[config.mk]
export PLATFORM = sky130hd
export DESIGN_NAME = md4_message_digest
export DESIGN_NICKNAME = d
export VERILOG_FILES = /design/src/sv/md4_pkg.sv /design/src/sv/md4_message_digest.sv
export VERILOG_INCLUDE_DIRS = /design/src /design/src/sv
export SDC_FILE = /design/constraint.sdc
export NUM_CORES = 2
export LEC_CHECK = 0
export BUFFER_PORTS_ARGS = -buffer_cell sky130_fd_sc_hd__buf_2
export CAP_MARGIN = 20
export CORE_UTILIZATION = 35
export CTS_BUF_LIST = sky130_fd_sc_hd__clkbuf_8
export CTS_CLUSTER_DIAMETER = 80
export DETAILED_ROUTE_END_ITERATION = 16
export MAX_ROUTING_LAYER = met4
export SYNTH_ARGS = -nofsm -noshare
export SYNTH_HDL_FRONTEND = slang
export SYNTH_SLANG_ARGS = --single-unit
[constraint.sdc]
create_clock -name clk -period 10.42 [get_ports clk]
set_input_delay 2.084 -clock clk [delete_from_list [all_inputs] [get_ports clk]]
set_output_delay 2.084 -clock clk [all_outputs]
set_load 0.01 [all_outputs]
[src/sv/assert_macros.svh]
// Assertion helpers shared by the digest RTL.
`ifndef ASSERT_MACROS_SVH
`define ASSERT_MACROS_SVH

// Implication checked on every clock edge outside reset.
`define ASSERT_IMP(label, clk_s, rstn_s, ante, cons, msg) \
  label: assert property (@(posedge clk_s) disable iff (!rstn_s) (ante) |-> (cons)) \
    else $error(msg);

// Implication whose consequence is checked in the following cycle.
`define ASSERT_NEXT(label, clk_s, rstn_s, ante, cons, msg) \
  label: assert property (@(posedge clk_s) disable iff (!rstn_s) (ante) |=> (cons)) \
    else $error(msg);

`endif

[src/sv/md4_pkg.sv]
package md4_pkg;

  localparam logic [31:0] K2 = 32'h5a827999;
  localparam logic [31:0] K3 = 32'h6ed9eba1;
  localparam logic [31:0] IV0 = 32'h67452301;
  localparam logic [31:0] IV1 = 32'hefcdab89;
  localparam logic [31:0] IV2 = 32'h98badcfe;
  localparam logic [31:0] IV3 = 32'h10325476;
  localparam logic [7:0] PAD_BYTE = 8'h80;

  localparam logic CMD_ABSORB = 1'b0;
  localparam logic CMD_FINISH = 1'b1;

  typedef enum logic [2:0] {
    ST_IDLE,
    ST_PAD,
    ST_LOAD,
    ST_ROUND,
    ST_ADD,
    ST_EMIT
  } state_t;

  // Message word index used by step i of the 48 steps.
  function automatic logic [3:0] word_sel(input logic [5:0] i);
    logic [3:0] j;
    j = i[3:0];
    if (i < 6'd16) return j;
    else if (i < 6'd32) return {j[1:0], j[3:2]};
    else return {j[0], j[1], j[2], j[3]};
  endfunction

  function automatic logic [4:0] shift_sel(input logic [5:0] i);
    logic [4:0] s;
    s = 5'd3;
    if (i < 6'd16) begin
      case (i[1:0])
        2'd0: s = 5'd3;
        2'd1: s = 5'd7;
        2'd2: s = 5'd11;
        default: s = 5'd19;
      endcase
    end else if (i < 6'd32) begin
      case (i[1:0])
        2'd0: s = 5'd3;
        2'd1: s = 5'd5;
        2'd2: s = 5'd9;
        default: s = 5'd13;
      endcase
    end else begin
      case (i[1:0])
        2'd0: s = 5'd3;
        2'd1: s = 5'd9;
        2'd2: s = 5'd11;
        default: s = 5'd15;
      endcase
    end
    return s;
  endfunction

endpackage

[src/sv/md4_message_digest.sv]
// Channel  | Direction | Ports
// in       | input     | in_valid, in_stall, in_command, in_data_byte
// out      | output    | out_valid, out_stall, out_digest_word, out_word_index, out_last_word
//
// An absorb byte is written straight into the block memory; the 64th byte of a block
// then runs the first word fetch, the 48 round steps (one per cycle) and the chain add.
// A finish writes pad bytes one per cycle into the block memory (up to the end of the
// block, and over a whole second block when one is needed), compresses once or twice,
// then emits four words.
// The block memory is read one word per step; round steps set the pace.
// Reset (rst_n, synchronous, low) restores the initial chain words and a zero count.
// A stalled output holds its word; input is stalled whenever the block is busy.
`include "assert_macros.svh"
module md4_message_digest import md4_pkg::*; (
  input  logic        clk,
  input  logic        rst_n,
  input  logic        in_valid,
  output logic        in_stall,
  input  logic        in_command,
  input  logic [7:0]  in_data_byte,
  output logic        out_valid,
  input  logic        out_stall,
  output logic [31:0] out_digest_word,
  output logic [1:0]  out_word_index,
  output logic        out_last_word
);

  // Block memory: sixteen words, byte write enables, registered read.
  logic [31:0] mem [16];
  logic [31:0] rd_r;
  logic [3:0]  wr_addr, rd_addr;
  logic [1:0]  wr_lane;
  logic [7:0]  wr_data;
  logic        wr_en;

  state_t      state_r, state_nxt;
  logic [60:0] count_r;
  logic [31:0] ch_r [4];
  logic [31:0] a_r, b_r, c_r, d_r;
  logic [5:0]  step_r;
  logic [5:0]  pos_r;
  logic        last_blk_r;
  logic        fin_r;
  logic        mark_r;
  logic [1:0]  emit_r;
  logic [63:0] bits;

  logic acc;
  assign acc = in_valid && !in_stall;
  assign in_stall = (state_r != ST_IDLE);
  assign bits = {count_r, 3'b000};

  // Byte written at the current position during padding.
  logic [7:0] pad_byte;
  always_comb begin
    pad_byte = 8'h00;
    if (mark_r) pad_byte = PAD_BYTE;
    else if (last_blk_r && pos_r >= 6'd56) pad_byte = bits[{pos_r[2:0], 3'b000} +: 8];
  end

  always_comb begin
    wr_en = 1'b0;
    wr_addr = pos_r[5:2];
    wr_lane = pos_r[1:0];
    wr_data = pad_byte;
    if (state_r == ST_IDLE && acc && in_command == CMD_ABSORB) begin
      wr_en = 1'b1;
      wr_data = in_data_byte;
      wr_addr = count_r[5:2];
      wr_lane = count_r[1:0];
    end else if (state_r == ST_PAD) begin
      wr_en = 1'b1;
    end
  end

  // Fetch the word for the next step ahead of it, so the registered read holds it when that step runs.
  assign rd_addr = word_sel(state_r == ST_LOAD ? 6'd0 : step_r + 6'd1);

  always_ff @(posedge clk) begin
    if (wr_en) mem[wr_addr][{wr_lane, 3'b000} +: 8] <= wr_data;
    rd_r <= mem[rd_addr];
  end

  // Step datapath.
  logic [31:0] f, kx, sum, rot;
  logic [4:0]  sh;
  always_comb begin
    if (step_r < 6'd16) begin
      f = (b_r & c_r) | (~b_r & d_r);
      kx = 32'd0;
    end else if (step_r < 6'd32) begin
      f = (b_r & c_r) | (b_r & d_r) | (c_r & d_r);
      kx = K2;
    end else begin
      f = b_r ^ c_r ^ d_r;
      kx = K3;
    end
    sh = shift_sel(step_r);
    sum = a_r + f + rd_r + kx;
    rot = (sum << sh) | (sum >> (6'd32 - {1'b0, sh}));
  end

  always_comb begin
    state_nxt = state_r;
    case (state_r)
      ST_IDLE:  if (acc) begin
        if (in_command == CMD_FINISH) state_nxt = ST_PAD;
        else if (count_r[5:0] == 6'd63) state_nxt = ST_LOAD;
      end
      ST_PAD:   if (pos_r == 6'd63) state_nxt = ST_LOAD;
      ST_LOAD:  state_nxt = ST_ROUND;
      ST_ROUND: if (step_r == 6'd47) state_nxt = ST_ADD;
      ST_ADD: begin
        if (!fin_r) state_nxt = ST_IDLE;
        else if (last_blk_r) state_nxt = ST_EMIT;
        else state_nxt = ST_PAD;
      end
      ST_EMIT:  if (!out_stall && emit_r == 2'd3) state_nxt = ST_IDLE;
      default:  state_nxt = ST_IDLE;
    endcase
  end

  always_ff @(posedge clk) begin
    if (!rst_n) begin
      state_r <= ST_IDLE;
      count_r <= '0;
      ch_r[0] <= IV0; ch_r[1] <= IV1; ch_r[2] <= IV2; ch_r[3] <= IV3;
      fin_r <= 1'b0;
      mark_r <= 1'b0;
      last_blk_r <= 1'b0;
      emit_r <= 2'd0;
      step_r <= 6'd0;
      pos_r <= 6'd0;
    end else begin
      state_r <= state_nxt;
      case (state_r)
        ST_IDLE: if (acc) begin
          if (in_command == CMD_FINISH) begin
            fin_r <= 1'b1;
            mark_r <= 1'b1;
            pos_r <= count_r[5:0];
            last_blk_r <= (count_r[5:0] < 6'd56);
          end else begin
            count_r <= count_r + 61'd1;
          end
        end
        ST_PAD: begin
          // In the first padding pass the first write is the 0x80 marker; the rest are zeros or length bytes.
          mark_r <= 1'b0;
          pos_r <= pos_r + 6'd1;
        end
        ST_LOAD: begin
          a_r <= ch_r[0]; b_r <= ch_r[1]; c_r <= ch_r[2]; d_r <= ch_r[3];
          step_r <= 6'd0;
        end
        ST_ROUND: begin
          // Rotate roles: new value becomes b, old b..d shift toward a.
          a_r <= d_r; b_r <= rot; c_r <= b_r; d_r <= c_r;
          step_r <= step_r + 6'd1;
        end
        ST_ADD: begin
          ch_r[0] <= ch_r[0] + a_r; ch_r[1] <= ch_r[1] + b_r;
          ch_r[2] <= ch_r[2] + c_r; ch_r[3] <= ch_r[3] + d_r;
          pos_r <= 6'd0;
          last_blk_r <= 1'b1;
          emit_r <= 2'd0;
        end
        ST_EMIT: if (!out_stall) begin
          emit_r <= emit_r + 2'd1;
          if (emit_r == 2'd3) begin
            ch_r[0] <= IV0; ch_r[1] <= IV1; ch_r[2] <= IV2; ch_r[3] <= IV3;
            count_r <= '0;
            fin_r <= 1'b0;
          end
        end
        default: ;
      endcase
    end
  end

  // Output drive.
  always_comb begin
    out_valid = (state_r == ST_EMIT);
    out_digest_word = ch_r[emit_r];
    out_word_index = emit_r;
    out_last_word = (emit_r == 2'd3);
  end

  `ASSERT_IMP(a_no_accept_busy, clk, rst_n, state_r != ST_IDLE, !acc, "accept while busy")
  `ASSERT_NEXT(a_round_len, clk, rst_n, state_r == ST_LOAD, state_r == ST_ROUND && step_r == 6'd0,
    "round did not start")
  `ASSERT_IMP(a_emit_fin, clk, rst_n, out_valid, fin_r && last_blk_r, "emit outside finish")
endmodule
==> results summary <==
The clock-pin slew reported for the worst setup and hold paths after clock tree synthesis came out at 0.06 ns. The count of cell instances traversed by the critical path is 16. The post-placement cell count is 6404. The share of synthesized registers carrying an async set or reset is 0%.

The die span in y came out at 375 um. Measured against its own limit, the worst slew margin works out to 14.7%. The buffer levels on the longest clock path came out at 3.

Of the available clock period, the critical path in the final layout requires 65.2%. The register bit total from synthesis is 883. The count of TritonRoute iterations in the first routing pass is 6.

The number of pins exceeding their max-slew limit in the final report is 0. The area inside the core boundary is 0.138 mm2. The arrival time at the worst endpoint came out at 7.41 ns. The register area share after synthesis came out at 50.7%. The largest net degree at the start of global routing is 198. The fraction of layout cells with a size suffix above 1 is 9.14%. After synthesis, the largest area contributor takes up 43.4% of total cell area. The initial antenna violation count came out at 6. After layout, the design draws a total of 0.00812 W.

The first global-routing pass estimated 223 mm of wire. The worst setup skew after layout is 0.0607 ns. The transition time at the pin with the least slew margin is 1.28 ns. Traced cell by cell, the critical path runs through clkinv_1 -> nand2_1 -> inv_1 -> fa_1 -> ha_1 -> o21ai_0 -> o31ai_4 -> nand4_1 -> a2111oi_1 -> or4b_1 -> nand4_1 -> and3_1 -> o41ai_1 -> and2_1 -> o311ai_1 -> a22o_1. Setup repair after global routing left no endpoint under its margin. For this design the top-level I/O count stands at 50.

Across the run, the number of max-cap violations was 0. The delay of the slowest cell on the worst path came out at 0.90 ns. The ratio of total power to cell area is 150 mW/mm2. The initial utilization of the core area, before any placement, comes to 35.4%. The startpoint-to-endpoint class of the critical path is flip-flop to flip-flop. After synthesis the cells add up to 0.0487 mm2.

After detailed routing, the number of vias per cell comes to 5.56. The worst setup path is launched from a flip-flop. The maximum vdd ir drop came out at 0.108 mV.

The total of hold buffers inserted after clock tree synthesis came out at 0. The final number of hold-violating endpoints is 0. The number of DRC markers after the initial detailed-route iteration came out at 3647. The count of flip-flops with a built-in enable after synthesis is 704.

The worst hold path was traced through 2 stages. The most prevalent standard cell on the critical path is sky130_fd_sc_hd__nand4_1. The quantity of I/O buffers inserted on ports came out at 49.

Among all flip-flop cells after synthesis, the most frequent one is sky130_fd_sc_hd__edfxtp_1. In the post-synthesis netlist, the biggest area contributors are sky130_fd_sc_hd__edfxtp_1 (43%), sky130_fd_sc_hd__dfxtp_1 (7.4%), sky130_fd_sc_hd__nand2_1 (6.1%). The count of unresolved DRC violations after routing is 0. For the final routed database, the setup TNS stands at 0 ns.

The flow ran to the end, and the final reports show no timing, DRC or antenna violations. The number of instances in the synthesized netlist is 4775. The HPWL reported at the end of detailed placement is 102 mm. The leftover overflow at the end of global routing is 0. The cell accounting for the most synthesized area is sky130_fd_sc_hd__edfxtp_1.

The synthesis-to-layout area growth is 11.1%. The later-pin clock latency in the skew report is 0.86 ns. Routability-driven placement finished with a final weighted congestion of 0.967.

The detailed-route wire length came out at 150 mm. On the critical path, the stage with the largest delay is an instance of sky130_fd_sc_hd__dfxtp_2. The final core area utilization came out at 39.3%. The total routing usage reported by global routing is 21.5%. The largest driver fanout on the critical path came out at 43.

The count of synthesis-stage warnings from yosys is 0. The die footprint is 0.141 mm2. The number of cells upsized or downsized after cts is 0.

The number of distinct standard cells referenced by the synthesized netlist is 82. Once detail routing completed, the nets flagged for antenna violations numbered 0. Setup violations remaining at the end of the flow were counted as 0. The number of H-tree branching levels came out at 4. The post-layout instance count excluding filler cells is 6714.

After layout, the minimum clock period comes to 6.79 ns. The average instance area after synthesis came out at 10.2 um2. The clock sink count came out at 883.

The number of buffer and inverter stages on the critical path came out at 2. The post-CTS setup repair buffer count came out at 0. Detailed routing inserted a total of 37300 vias. The static leakage came out at 20.2 nW. The layout net count came out at 5061. TritonCTS built the clock tree. The number of cells on the worst reg-to-reg path is 16.

The routed length per instance came out at 22.3 um. The via count of the first global-routing pass is 35100. The die span in x came out at 375 um. The net count after synthesis is 5055. The highest achievable clock rate came out at 0.147 GHz. The worst reg-to-reg setup slack came out at 3.63 ns. The worst setup path is captured at a flip-flop. The endpoint required time on the critical path is 11.04 ns. The root buffer cell is sky130_fd_sc_hd__clkbuf_8. In this run the worst hold path is classified as flip-flop to flip-flop. The number of buffers inserted during clock tree synthesis came out at 156. The number of standard-cell rows in the floorplan came out at 136.

The kind of cell with the highest combined delay along the critical path is compound AO/OA/AOI/OAI gates.
## cells by family (layout without fill, tap and decap cells)
kind of cell,after synthesis,after routing,share of synthesized area [%]
compound gates,1099,1099,14.8
xor+xnor,161,161,2.89
fa+ha+maj,267,267,8.26
buf+inv,455,595,3.51
flops,883,883,50.7
mux,131,131,3.87
other cells,0,5,0
simple gates,1779,1779,15.9
## worst paths after layout
check	startpoint	end
hold / removal	ch_r[3][3]	ch_r[3][3]
setup reg to reg	step_r[5]	b_r[1]
hold reg to reg	ch_r[3][3]	ch_r[3][3]
setup / recovery	step_r[5]	b_r[1]
## per-layer routing
| layer | GRT usage [%] | share of wire (%) | vias to the layer above | wire [um] |
|---|---|---|---|---|
| li1 | - | - | 17300 | - |
| met1 | 29.2 | 44 | 18300 | 66400 |
| met2 | 32.6 | 45 | 1393 | 67500 |
| met3 | 3.67 | 7.4 | 276 | 11100 |
| met4 | 7.10 | 3.0 | 0 | 4560 |
| met5 | - | 0 | - | 0 |
## flip-flops by register name, indices dropped and copies added (netlist names), 3 cells and up, named ones only
signal	flops
mem	512
ch_r	128
count_r	61
a_r	32
b_r	32
c_r	32
d_r	32
rd_r	32
pos_r	6
step_r	6
state_r	3
## cells in the mapped netlist, types with 45 or more instances
| library cell | number |
|---|---|
| sky130_fd_sc_hd__mux4_2 | 45 |
| sky130_fd_sc_hd__mux2i_1 | 77 |
| sky130_fd_sc_hd__ha_1 | 176 |
| sky130_fd_sc_hd__nand2_1 | 797 |
| sky130_fd_sc_hd__a211oi_1 | 178 |
| sky130_fd_sc_hd__xnor2_1 | 93 |
| sky130_fd_sc_hd__inv_1 | 191 |
| sky130_fd_sc_hd__dfxtp_1 | 179 |
| sky130_fd_sc_hd__nor2_1 | 525 |
| sky130_fd_sc_hd__xor2_1 | 68 |
| sky130_fd_sc_hd__edfxtp_1 | 704 |
| sky130_fd_sc_hd__and2_1 | 103 |
| sky130_fd_sc_hd__a21oi_1 | 340 |
| sky130_fd_sc_hd__clkbuf_1 | 237 |
| sky130_fd_sc_hd__nand3_1 | 65 |
| sky130_fd_sc_hd__o21ai_0 | 135 |
| sky130_fd_sc_hd__nor3_1 | 58 |
| sky130_fd_sc_hd__fa_1 | 91 |
| sky130_fd_sc_hd__a21o_1 | 76 |
| sky130_fd_sc_hd__a311oi_1 | 68 |
| sky130_fd_sc_hd__a31oi_1 | 91 |
## stage by stage
step	worst slack, ns	hold WS (ns)	cell area, um2
after global routing	3.18	0.514	54100
after floorplan	1.89	0.458	48700
after detailed placement	3.68	0.485	50800
final	3.63	0.497	54100
after CTS	3.72	0.493	54000
after global placement	3.81	0.478	50800
## worst min-delay path: stages, from the launching register on
cell and delay [ns]:
sky130_fd_sc_hd__dfxtp_1 0.34, sky130_fd_sc_hd__nand2_1 0.06, sky130_fd_sc_hd__a21oi_1 0.05
## layout by cell type (no fill, tap or decap), types with 26 or more instances in the layout
master,netlist,routed
sky130_fd_sc_hd__clkbuf_8,0,178
sky130_fd_sc_hd__buf_2,4,50
sky130_fd_sc_hd__and3_1,40,40
sky130_fd_sc_hd__and2_1,103,102
sky130_fd_sc_hd__dfxtp_1,179,175
sky130_fd_sc_hd__nand3_1,65,65
sky130_fd_sc_hd__nor2_1,525,520
sky130_fd_sc_hd__a21oi_1,340,339
sky130_fd_sc_hd__a211oi_1,178,178
sky130_fd_sc_hd__edfxtp_1,704,704
sky130_fd_sc_hd__o21ai_0,135,133
sky130_fd_sc_hd__clkinv_2,0,26
sky130_fd_sc_hd__or3_1,27,27
sky130_fd_sc_hd__nor3_1,58,58
sky130_fd_sc_hd__a31oi_1,91,91
sky130_fd_sc_hd__nand2_1,797,793
sky130_fd_sc_hd__o21a_1,26,26
sky130_fd_sc_hd__mux4_2,45,45
sky130_fd_sc_hd__inv_1,191,243
sky130_fd_sc_hd__buf_4,0,51
sky130_fd_sc_hd__a311oi_1,68,68
sky130_fd_sc_hd__xor2_1,68,68
sky130_fd_sc_hd__fa_1,91,91
sky130_fd_sc_hd__a21o_1,76,76
sky130_fd_sc_hd__mux2i_1,77,77
sky130_fd_sc_hd__xnor2_1,93,93
sky130_fd_sc_hd__ha_1,176,176
## report_power, final
group	total, W	switching [W]	internal, W
combinational	0.000971	0.000646	0.000324
sequential	0.00386	0.0000413	0.00382
clock	0.00329	0.00158	0.00170
## cell type report
type                            instances  area, um2
Sequential cell                       883      24700
Fill cell                           13400      83700
Antenna cell                            5       12.5
Clock buffer                          178       2450
Multi-Input combinational cell       3437      22400
Clock inverter                        114        742
Timing Repair Buffer                  111        782
Inverter                              192        721
Tap cell                             1794       2240
Power figures use the tool's default switching activity.
